===== config.mk =====
export PLATFORM = sky130hd
export DESIGN_NAME = stable_group_by_key
export DESIGN_NICKNAME = d
export VERILOG_FILES = /design/src/rtl/sgbk_pkg.sv /design/src/rtl/sgbk_ram.sv /design/src/rtl/sgbk_fsm.sv /design/src/rtl/stable_group_by_key.sv
export SDC_FILE = /design/constraint.sdc
export NUM_CORES = 2
export LEC_CHECK = 0
export BUFFER_PORTS_ARGS = -buffer_cell sky130_fd_sc_hd__buf_4
export CAP_MARGIN = 0
export CORE_MARGIN = 2
export CORE_UTILIZATION = 45
export DETAILED_ROUTE_END_ITERATION = 6
export SYNTH_ARGS = -nofsm -noshare
export SYNTH_HDL_FRONTEND = slang
export SYNTH_SLANG_ARGS = --single-unit

===== constraint.sdc =====
create_clock -name clk_i -period 5 [get_ports clk_i]
set_input_delay 0.75 -clock clk_i [delete_from_list [all_inputs] [get_ports clk_i]]
set_output_delay 0.75 -clock clk_i [all_outputs]
set_load 0.02 [all_outputs]

===== src/rtl/sgbk_pkg.sv =====
// sgbk_pkg: shared types and constants of the stable group-by-key block
// holds transaction structs, sequencer states and control/status bundles
// no dependencies
package sgbk_pkg;

  // field widths of one transaction
  localparam int unsigned HandleFieldW = 16;
  localparam int unsigned KeyFieldW    = 16;

  // default module parameters
  localparam int unsigned MaxItemsDef   = 64;
  localparam int unsigned KeyBitsDef    = 16;
  localparam int unsigned HandleBitsDef = 16;

  typedef struct packed {
    logic [HandleFieldW-1:0] item_handle;
    logic [KeyFieldW-1:0]    group_key;
    logic                    last_item;
  } item_t;

  typedef struct packed {
    logic [HandleFieldW-1:0] handle_out;
    logic [KeyFieldW-1:0]    key_out;
    logic                    last_out;
    logic                    overflow;
  } result_t;

  typedef enum logic [2:0] {
    ST_IDLE,
    ST_LOOKUP,
    ST_COMPARE,
    ST_SCAN_RD,
    ST_SCAN_CMP,
    ST_FLUSH
  } state_e;

  // status from the datapath to the sequencer
  typedef struct packed {
    logic accept;   // start taken this cycle
    logic in_last;  // last mark of the incoming transaction
    logic last_q;   // last mark of the captured transaction
    logic fits;     // store has room for one more item
    logic g_end;    // group counter reached group count
    logic i_end;    // item counter reached item count
    logic eq;       // shared comparator result
  } sts_t;

  // controls from the sequencer to the datapath
  typedef struct packed {
    logic ld_item;
    logic clr_g;
    logic inc_g;
    logic clr_i;
    logic inc_i;
    logic tbl_we;
    logic item_we;
    logic set_drop;
    logic sel_emit;
    logic emit_match;
    logic flush;
    logic clr_run;
  } ctrl_t;

endpackage


===== src/rtl/sgbk_ram.sv =====
// sgbk_ram: generic single-write, single-read RAM with registered read data
// depends on nothing
module sgbk_ram #(
  parameter int unsigned WIDTH = 16,
  parameter int unsigned DEPTH = 64
) (
  input  logic                     clk_i,
  input  logic                     we_i,
  input  logic [$clog2(DEPTH)-1:0] waddr_i,
  input  logic [WIDTH-1:0]         wdata_i,
  input  logic [$clog2(DEPTH)-1:0] raddr_i,
  output logic [WIDTH-1:0]         rdata_o
);

  logic [WIDTH-1:0] mem_q [DEPTH];
  logic [WIDTH-1:0] rdata_q;

  always_ff @(posedge clk_i) begin
    if (we_i) begin
      mem_q[waddr_i] <= wdata_i;
    end
    rdata_q <= mem_q[raddr_i];
  end

  assign rdata_o = rdata_q;

endmodule


===== src/rtl/sgbk_fsm.sv =====
// sgbk_fsm: sequencer of the stable group-by-key block
// drives the shared comparator, counters and stores; uses sgbk_pkg
module sgbk_fsm (
  input  logic           clk_i,
  input  logic           rst_ni,
  input  sgbk_pkg::sts_t sts_i,
  output sgbk_pkg::ctrl_t ctrl_o,
  output logic           busy_o
);
  import sgbk_pkg::*;

  state_e state_q, state_d;

  always_ff @(posedge clk_i or negedge rst_ni) begin
    if (!rst_ni) begin
      state_q <= ST_IDLE;
    end else begin
      state_q <= state_d;
    end
  end

  // next state
  always_comb begin
    state_d = state_q;
    case (state_q)
      ST_IDLE: begin
        if (sts_i.accept) begin
          if (sts_i.fits) begin
            state_d = ST_LOOKUP;
          end else if (sts_i.in_last) begin
            state_d = ST_SCAN_RD;
          end
        end
      end
      ST_LOOKUP: begin
        if (sts_i.g_end) begin
          state_d = sts_i.last_q ? ST_SCAN_RD : ST_IDLE;
        end else begin
          state_d = ST_COMPARE;
        end
      end
      ST_COMPARE: begin
        if (sts_i.eq) begin
          state_d = sts_i.last_q ? ST_SCAN_RD : ST_IDLE;
        end else begin
          state_d = ST_LOOKUP;
        end
      end
      ST_SCAN_RD: begin
        if (sts_i.g_end) begin
          state_d = ST_FLUSH;
        end else if (!sts_i.i_end) begin
          state_d = ST_SCAN_CMP;
        end
      end
      ST_SCAN_CMP: state_d = ST_SCAN_RD;
      ST_FLUSH:    state_d = ST_IDLE;
      default:     state_d = ST_IDLE;
    endcase
  end

  // outputs
  always_comb begin
    ctrl_o = '0;
    case (state_q)
      ST_IDLE: begin
        if (sts_i.accept) begin
          ctrl_o.ld_item = 1'b1;
          ctrl_o.clr_g   = 1'b1;
          ctrl_o.clr_i   = 1'b1;
          if (!sts_i.fits) begin
            ctrl_o.set_drop = 1'b1;
          end
        end
      end
      ST_LOOKUP: begin
        if (sts_i.g_end) begin
          ctrl_o.tbl_we  = 1'b1;
          ctrl_o.item_we = 1'b1;
          ctrl_o.clr_g   = 1'b1;
        end
      end
      ST_COMPARE: begin
        if (sts_i.eq) begin
          ctrl_o.item_we = 1'b1;
          ctrl_o.clr_g   = 1'b1;
        end else begin
          ctrl_o.inc_g = 1'b1;
        end
      end
      ST_SCAN_RD: begin
        ctrl_o.sel_emit = 1'b1;
        if (!sts_i.g_end && sts_i.i_end) begin
          ctrl_o.inc_g = 1'b1;
          ctrl_o.clr_i = 1'b1;
        end
      end
      ST_SCAN_CMP: begin
        ctrl_o.sel_emit   = 1'b1;
        ctrl_o.emit_match = sts_i.eq;
        ctrl_o.inc_i      = 1'b1;
      end
      ST_FLUSH: begin
        ctrl_o.flush   = 1'b1;
        ctrl_o.clr_run = 1'b1;
      end
      default: ctrl_o = '0;
    endcase
  end

  assign busy_o = (state_q != ST_IDLE);

endmodule


===== src/rtl/stable_group_by_key.sv =====
// stable_group_by_key: regroups a list of items by key in first-appearance order
// emit: the scan walks all items for each group, one compare per item read
// throughput set by the single key/group comparator and the one read port of each store
// results are strobed for one cycle and cannot be stalled; async active-low reset
// clears the sequencer, counters and overflow flag; stores are not cleared
module stable_group_by_key #(
  parameter int unsigned MAX_ITEMS   = sgbk_pkg::MaxItemsDef,
  parameter int unsigned KEY_BITS    = sgbk_pkg::KeyBitsDef,
  parameter int unsigned HANDLE_BITS = sgbk_pkg::HandleBitsDef
) (
  input  logic              clk_i,
  input  logic              rst_ni,
  input  logic              start,
  output logic              busy,
  input  sgbk_pkg::item_t   item_i,
  output logic              out_valid_o,
  output sgbk_pkg::result_t result_o
);
  import sgbk_pkg::*;

  // stored widths: only the low bits of each field are kept
  localparam int unsigned KeyW   = (KEY_BITS < KeyFieldW) ? KEY_BITS : KeyFieldW;
  localparam int unsigned HdlW   = (HANDLE_BITS < HandleFieldW) ? HANDLE_BITS : HandleFieldW;
  localparam int unsigned IdxW   = $clog2(MAX_ITEMS);
  localparam int unsigned CntW   = $clog2(MAX_ITEMS + 1);
  localparam int unsigned ItemW  = HdlW + KeyW + IdxW;
  localparam int unsigned CmpW   = (KeyW > IdxW) ? KeyW : IdxW;

  sts_t  sts;
  ctrl_t ctrl;

  // captured transaction
  logic [HdlW-1:0] handle_q;
  logic [KeyW-1:0] key_q;
  logic            last_q;

  // run state
  logic [CntW-1:0] item_cnt_q, item_cnt_d;
  logic [CntW-1:0] grp_cnt_q, grp_cnt_d;
  logic            drop_q, drop_d;

  // loop counters: g walks groups, i walks items
  logic [CntW-1:0] g_q, g_d;
  logic [CntW-1:0] i_q, i_d;

  // store ports
  logic [ItemW-1:0] item_wdata, item_rdata;
  logic [KeyW-1:0]  tbl_rdata;
  logic [HdlW-1:0]  rd_handle;
  logic [KeyW-1:0]  rd_key;
  logic [IdxW-1:0]  rd_grp;

  // shared comparator
  logic [CmpW-1:0] cmp_a, cmp_b;

  // pending result, held back one match so the final one can carry last_out
  logic            pend_vld_q, pend_vld_d;
  logic [HdlW-1:0] pend_handle_q;
  logic [KeyW-1:0] pend_key_q;

  logic    out_valid_q, out_valid_d;
  result_t result_q, result_d;

  sgbk_fsm u_fsm (
    .clk_i  (clk_i),
    .rst_ni (rst_ni),
    .sts_i  (sts),
    .ctrl_o (ctrl),
    .busy_o (busy)
  );

  // item store: handle, key and group index of each loaded item
  assign item_wdata = {handle_q, key_q, g_q[IdxW-1:0]};

  sgbk_ram #(
    .WIDTH (ItemW),
    .DEPTH (MAX_ITEMS)
  ) u_item_ram (
    .clk_i   (clk_i),
    .we_i    (ctrl.item_we),
    .waddr_i (item_cnt_q[IdxW-1:0]),
    .wdata_i (item_wdata),
    .raddr_i (i_q[IdxW-1:0]),
    .rdata_o (item_rdata)
  );

  // group key table in first-appearance order
  sgbk_ram #(
    .WIDTH (KeyW),
    .DEPTH (MAX_ITEMS)
  ) u_tbl_ram (
    .clk_i   (clk_i),
    .we_i    (ctrl.tbl_we),
    .waddr_i (grp_cnt_q[IdxW-1:0]),
    .wdata_i (key_q),
    .raddr_i (g_q[IdxW-1:0]),
    .rdata_o (tbl_rdata)
  );

  assign rd_handle = item_rdata[ItemW-1 -: HdlW];
  assign rd_key    = item_rdata[IdxW +: KeyW];
  assign rd_grp    = item_rdata[IdxW-1:0];

  // one equality unit: table key vs. new key while loading,
  // item group vs. current group while emitting
  always_comb begin
    if (ctrl.sel_emit) begin
      cmp_a = CmpW'(rd_grp);
      cmp_b = CmpW'(g_q[IdxW-1:0]);
    end else begin
      cmp_a = CmpW'(tbl_rdata);
      cmp_b = CmpW'(key_q);
    end
  end

  // status toward the sequencer
  assign sts.accept  = start && !busy;
  assign sts.in_last = item_i.last_item;
  assign sts.last_q  = last_q;
  assign sts.fits    = (item_cnt_q < CntW'(MAX_ITEMS));
  assign sts.g_end   = (g_q == grp_cnt_q);
  assign sts.i_end   = (i_q == item_cnt_q);
  assign sts.eq      = (cmp_a == cmp_b);

  // captured transaction, no reset needed
  always_ff @(posedge clk_i) begin
    if (ctrl.ld_item) begin
      handle_q <= item_i.item_handle[HdlW-1:0];
      key_q    <= item_i.group_key[KeyW-1:0];
      last_q   <= item_i.last_item;
    end
  end

  // counters and run flags
  always_comb begin
    item_cnt_d = item_cnt_q;
    grp_cnt_d  = grp_cnt_q;
    drop_d     = drop_q;
    g_d        = g_q;
    i_d        = i_q;
    if (ctrl.item_we)  item_cnt_d = item_cnt_q + 1'b1;
    if (ctrl.tbl_we)   grp_cnt_d  = grp_cnt_q + 1'b1;
    if (ctrl.set_drop) drop_d     = 1'b1;
    if (ctrl.clr_g) begin
      g_d = '0;
    end else if (ctrl.inc_g) begin
      g_d = g_q + 1'b1;
    end
    if (ctrl.clr_i) begin
      i_d = '0;
    end else if (ctrl.inc_i) begin
      i_d = i_q + 1'b1;
    end
    // end of run: ready for a new list
    if (ctrl.clr_run) begin
      item_cnt_d = '0;
      grp_cnt_d  = '0;
      drop_d     = 1'b0;
    end
  end

  // result staging: a new match pushes out the previous one,
  // the flush at the end of the scan sends the held one as last
  always_comb begin
    pend_vld_d  = pend_vld_q;
    out_valid_d = 1'b0;
    result_d    = result_q;
    if (ctrl.emit_match || ctrl.flush) begin
      out_valid_d       = pend_vld_q;
      result_d.handle_out = HandleFieldW'(pend_handle_q);
      result_d.key_out    = KeyFieldW'(pend_key_q);
      result_d.last_out   = ctrl.flush;
      result_d.overflow   = drop_q;
    end
    if (ctrl.emit_match) begin
      pend_vld_d = 1'b1;
    end else if (ctrl.flush) begin
      pend_vld_d = 1'b0;
    end
  end

  always_ff @(posedge clk_i) begin
    if (ctrl.emit_match) begin
      pend_handle_q <= rd_handle;
      pend_key_q    <= rd_key;
    end
    result_q <= result_d;
  end

  always_ff @(posedge clk_i or negedge rst_ni) begin
    if (!rst_ni) begin
      item_cnt_q  <= '0;
      grp_cnt_q   <= '0;
      drop_q      <= 1'b0;
      g_q         <= '0;
      i_q         <= '0;
      pend_vld_q  <= 1'b0;
      out_valid_q <= 1'b0;
    end else begin
      item_cnt_q  <= item_cnt_d;
      grp_cnt_q   <= grp_cnt_d;
      drop_q      <= drop_d;
      g_q         <= g_d;
      i_q         <= i_d;
      pend_vld_q  <= pend_vld_d;
      out_valid_q <= out_valid_d;
    end
  end

  assign out_valid_o = out_valid_q;
  assign result_o    = result_q;

  // store never overfills
  a_item_cnt_bound : assert property (@(posedge clk_i) disable iff (!rst_ni)
    item_cnt_q <= CntW'(MAX_ITEMS))
    else $error("item count beyond store depth");

  // every group has at least one item
  a_grp_le_item : assert property (@(posedge clk_i) disable iff (!rst_ni)
    grp_cnt_q <= item_cnt_q)
    else $error("group count exceeds item count");

  // the final transaction of a run leaves the block idle with a cleared run
  a_last_ends_run : assert property (@(posedge clk_i) disable iff (!rst_ni)
    out_valid_o && result_o.last_out |-> !busy && item_cnt_q == '0)
    else $error("run not closed after final result");

  // the block only becomes busy from a start
  a_busy_from_start : assert property (@(posedge clk_i) disable iff (!rst_ni)
    $rose(busy) |-> $past(start))
    else $error("busy without start");

endmodule


## After elaboration in Yosys (flattened, before gate mapping)

Memory sizes are Yosys's and may differ from the RTL's. A register that Yosys moved wholly into a read port is not among the register bits.
Cells that the tools add are included.

| word-level totals | value |
|---|---|
| register bits | 133 |
| RAM bits | 3,456 |
| input port bits | 36 |
| word-level logic and storage cells | 98 |
| memories kept | 2 |

| cells by class | value |
|---|---|
| add/subtract/negate cells | 4 |
| $lt $le $gt $ge | 1 |
| equal/unequal tests | 11 |
| mux-type cells | 48 |
| reductions and logical operators | 15 |

Memories:

| memory | depth | bits a word | read ports | clocked after memory_dff | wr ports | RTL line | source |
|---|---|---|---|---|---|---|---|
| u_item_ram.mem_q | 64 | 38 | 1 | 1 | 1 | sgbk_ram.sv:15 | `logic [WIDTH-1:0] mem_q [DEPTH];` |
| u_tbl_ram.mem_q | 64 | 16 | 1 | 1 | 1 | sgbk_ram.sv:15 |  |

Operator list:

| kind | number |
|---|---|
| $mux 7 | 8 |
| $mux 16 | 2 |
| $add 7x1->7 const B | 4 |
| $mux 1 | 21 |
| $mux 3 | 7 |
| $eq 16x16->1 | 1 |
| $pmux 3 s5 | 1 |
| $eq 7x7->1 | 2 |
| $reduce_bool 2->1 | 6 |
| $mux 2 | 5 |
| $lt 7x7->1 const B | 1 |
| $eq 3x2->1 const B | 2 |
| $eq 3x3->1 const B | 2 |
| $ne 3x2->1 const B | 2 |
| $pmux 1 s2 | 3 |
| $eq 3x1->1 const B | 1 |
| $logic_not 3->1 | 1 |
| $pmux 1 s3 | 1 |
| $reduce_and 3->1 | 1 |
| $reduce_bool 3->1 | 1 |
| $logic_and 1x1->1 | 2 |
| $logic_not 1->1 | 2 |
| $ne 2x2->1 const B | 1 |
| $reduce_or 2->1 | 1 |
| $logic_or 1x1->1 | 1 |

## Longest topological paths before layout

| logic depth | value |
|---|---|
| depth after elaboration | 9 |
| gate-level depth with buffers | 10 |

## Modules after synthesis

From an unflattened synthesis, not the netlist that was laid out.

| second synthesis, totals | value |
|---|---|
| cells, all modules | 6,140 |
| area, all modules | 138,063.7 um2 |

Modules (own cells, without submodules):

| module | instances | cells each | area an instance (um2) | sequential area each (um2) |
|---|---|---|---|---|
| sgbk_ram (u_item_ram) | 1 | 3,989 | 92,939.1 | 73,790.8 |
| sgbk_ram (u_tbl_ram) | 1 | 1,829 | 40,042.2 | 31,069.8 |
| stable_group_by_key | 1 | 278 | 4,748.3 | 3,748.6 |
| sgbk_fsm | 1 | 44 | 334.1 | 75.1 |

## Worst setup path before layout

OpenSTA, ideal clock, no wires.

| timing path | value |
|---|---|
| path type | register -> register |
| start | reg key_q[13] |
| end | mem u_item_ram.mem_q[27][0] (netlist name), enable pin |
| arrival | 4.970 ns |
| data required time | 4.567 ns |
| slack | -0.404 ns |
| stages on the path, launching flop included | 8 |
| period minus slack after synthesis | 5.404 ns |
| path through | edfxtp_1 > xor2_1 > nor4_1 > and3_1 > a21o_1 > buf_2 > nand4b_1 > nor2_1 |

| on the way | value |
|---|---|
| longest elaborated chain between the ends | 6 |

RTL lines:

| what | RTL line | source |
|---|---|---|
| from (decl) | stable_group_by_key.sv:34 | `logic [KeyW-1:0] key_q;` |
| from (signal assigned) | stable_group_by_key.sv:129 | `key_q <= item_i.group_key[KeyW-1:0];` |
| $mux 16 | stable_group_by_key.sv:107 | `if (ctrl.sel_emit) begin` |
| $eq 16x16->1 | stable_group_by_key.sv:123 | `assign sts.eq = (cmp_a == cmp_b);` |
| $mux 1 | sgbk_fsm.sv:84 | `if (sts_i.eq) begin` |
| $pmux 1 s2 | sgbk_fsm.sv:65 | `case (state_q)` |
| $mux 1 | sgbk_ram.sv:19 | `if (we_i) begin` |
| $mux 1 (implied by the code) | sgbk_ram.sv:20 | `mem_q[waddr_i] <= wdata_i;` |
| to (decl) | sgbk_ram.sv:15 |  |

No other way between the ends.

==> reports/summary.md <==
For the maximum vdd ir drop, the log shows 0.000330 V. The primary flip-flop cell chosen by synthesis mapping is edfxtp_1. CTS built an H-tree with a depth of 5.

The synthesized netlist contains 50 unique library cells. Summed over all cells, the static leakage comes to 47.8 nW. The number of ports placed on the die boundary is 72, and the residual DRC count is 0. The synthesized design contains 3643 register bits. After layout, the worst setup slack is 1.07 ns.

Number of cells traversed by the worst hold path: 1. Setup violations remaining at the end of the flow were counted as 0. The vias per cell came out at 5.94.

Of the synthesized area, sequential elements account for 79.0%. The total of max-cap violations came out at 0. For this run, the top clock speed supported by timing is 255 MHz.

In this run the core area contains 203 standard-cell rows. Dividing total power by cell area gives a power density of 384 mW/mm². The flow ran to the end, and the final reports show no timing, DRC or antenna violations. For the worst-skew pair, the clock arrives at the later sink with an insertion delay of 0.94 ns. Across all layers, the routed design uses 62500 vias. The tools report the end of the worst hold path as key_q[7]. Of all nets on the critical path, the largest fanout is 46.

Input and output buffers added on the ports amount to 71. Summed over all layers, the global routing overflow is 0. For this configuration, the core starts out at a cell density of 45.1%. Once detail routing completed, the nets flagged for antenna violations numbered 0. Once the clock tree was built, the setup fixing pass inserted 0 buffers.

Dividing the detail-routed wire length by the instance count gives 31.9 µm. Class of the most critical hold timing path: in2reg. The via count of the first global-routing pass is 62900. In the post-synthesis netlist, the biggest area contributors are edfxtp_1, mux4_2, dfxtp_1.

After synthesis, the mean cell area works out to 24.3 µm². Setup repair after global routing left no endpoint under its margin. The tools report the count of yosys warnings during synthesis as 0.

The final hold slack is 0.0619 ns. Maximum clock path buffer count: 4. Wire length of the first global-routing pass: 478 mm. For this block, the initial DRC count from the detailed router was 7450.

The endpoint kind of the worst setup timing path is a flop. OpenSTA, run right after detailed placement, puts the worst setup slack at 1.11 ns. The number of cell instances on the worst register-to-register path works out to 6.

The worst setup path is of the reg2reg kind. The die covers 0.310 mm². The final weighted congestion in routability-driven placement is 0.801, and the area growth from synthesis to final layout is 14.5%. In the synthesized netlist, the cells that appear most often are edfxtp_1, mux4_2, nor2_1.

The number of cells produced by synthesis was 5666. The internal reg-to-reg setup slack was 1.07 ns. In this run the critical register-to-register path is captured at u_item_ram.rdata_o[15]. The tools report the hold violation total from the final report as 0. The number of nets in the layout came out at 6163. Cells with a size suffix above 1 make up 31.4% of the layout. The y dimension of the die was 557 µm; the final critical path time including I/O delays and setup was 3.93 ns. The detailed placement HPWL is 196 mm, and the number of clock sinks is 3643.

Clock-pin slew was measured on the worst setup and hold paths at 0.06 ns. The biggest area contributor in the post-synthesis netlist is edfxtp_1. Data on the critical path is required at its endpoint by 5.77 ns. Cell with the most instances after synthesis: edfxtp_1.

Sum of internal, switching and leakage power: 60.4 mW. The number of clock buffers added by TritonCTS is 371. Summing all non-filler instances in the final layout gives an area of 0.158 mm². The root buffer cell chosen for the clock tree is clkbuf_16. Setup total negative slack on the finished layout was measured at 0 ns. The actual slew at the worst max-slew pin is 1.27 ns, and the largest net degree at the start of global routing is 169.

For this run, the share of the core covered by cells in the final layout is 51.6%. The area share of the largest cell type after synthesis came out at 77.6%. In this run the critical register-to-register path is launched from i_q[1]. The initial antenna violation count is 22, and the maximum clock skew at final layout is 0.0730 ns.

Number of optimization iterations in the first detailed-route pass: 5. STA classifies the critical path startpoint as a flop. After synthesis, the share of flip-flops with an asynchronous set or reset is 0.933%.

Data arrives at the worst endpoint at 4.70 ns. The synthesized netlist occupies a cell area of 0.138 mm². The number of nets in the synthesized netlist is 5706.

The combined global-route utilization of all metal layers was 21.6%; the remaining max-slew budget at the tightest pin was 15.7%. The number of pins exceeding their max-slew limit in the final report was 0; the total wire length was 336 mm. The number of flops mapped to enable cells by yosys was 3555. The worst hold path begins at item_i[8]. Of the available clock period, the critical path in the final layout requires 78.6%.

The area of the core is 0.305 mm². The horizontal extent of the die is 557 µm, and the filler-free cell count of the finished design is 10500. Cell area reported after detailed placement: 0.145 mm².

TritonCTS built the clock tree. Cell total after placement: 9832.
==> critical path: stages (launching register included) <==
cell,delay [ns]
dfrtp_4,1.08
buf_4,0.54
buf_4,0.29
mux4_2,0.34
mux4_2,0.50
a22oi_1,0.82
nand2_1,0.14
==> worst max-delay path by stage <==
stage,start,to,slack (ns)
floorplan,key_q[13],u_item_ram.mem_q[27][0],-0.40
global placement,i_q[0],u_item_ram.rdata_o[31],1.14
detailed placement,i_q[1],u_item_ram.rdata_o[15],1.11
CTS,i_q[1],u_item_ram.rdata_o[15],1.13
global route,key_q[13],u_item_ram.mem_q[55][0],1.04
finish,i_q[1],u_item_ram.rdata_o[15],1.07
==> cells in the final DEF (no fill, tap or decap), types with 16 or more instances in the layout <==
cell | Yosys | routed
a211oi_1 | 16 | 16
a21oi_1 | 32 | 32
a221oi_1 | 21 | 21
a22o_1 | 22 | 22
a22oi_1 | 110 | 110
buf_12 | 0 | 60
buf_4 | 18 | 316
bufinv_16 | 0 | 36
clkbuf_1 | 141 | 77
clkbuf_16 | 0 | 376
clkbuf_8 | 0 | 16
clkinv_1 | 0 | 84
clkinv_2 | 0 | 50
dfrtp_1 | 34 | 24
dfxtp_1 | 54 | 54
dlygate4sd3_1 | 0 | 18
edfxtp_1 | 3555 | 3555
mux2i_1 | 21 | 21
mux4_2 | 1035 | 1035
nand2_1 | 92 | 91
nand4_1 | 16 | 16
nor2_1 | 160 | 95
nor2_4 | 0 | 65
nor2b_1 | 26 | 24
xnor2_1 | 36 | 36
==> power by group <==
part           internal [mW]  switching (mW)  leakage (nW)
clock network           15.9            11.5          5.84
logic                 0.0270          0.0295          9.19
registers               33.0               0          32.8
total                   48.9            11.5          47.8
==> cell type report <==
cell class	instances	area (µm²)
Fill cell	23400	148000
Sequential cell	3643	109000
Multi-Input combinational cell	1707	27900
Clock buffer	469	9920
Tap cell	4100	5130
Timing Repair Buffer	394	3750
Clock inverter	207	2080
Inverter	6	22.5
Antenna cell	4	10.0
==> cell families (layout without fill, tap and decap cells) <==
logic type                 count (synthesis)  count (layout)  share of synthesized area (%)
DFF                                     3643            3643                           79.0
and+or+nand+nor                          364             364                           1.22
other                                      0               4                              0
xor gates and xnor gates                  46              46                          0.293
adders and majority gates                  4               4                         0.0364
buffers and inverters                    316            1076                           1.08
muxes                                   1056            1056                           17.1
AOI/OAI and AO/OA                        237             237                           1.27
==> sequential cells by signal, indices dropped and copies added, names as in the netlist, 34 cells and up <==
signal,cells
result_o,34
u_item_ram.mem_q,2432
u_tbl_ram.mem_q,1024
u_item_ram.rdata_o,38
==> per-layer routing <==
metal  GRT usage, %  routed length, µm  share of wire (%)  vias to the layer above
met5              0                 29             0.0086                        -
met4           5.24               7750                2.3                        6
met3           2.66              21600                6.4                      446
met2           35.1             165000                 49                     2492
met1           31.5             142000                 42                    34200
li1               -                  -                  -                    25400
==> repair_timing <==
item / in CTS / in global routing
hold endpoints to repair: 51 / 0
hold buffers: 18 / 0
gates resized for setup: 0 / 0
No activity file was read; power rests on OpenSTA's default activity.
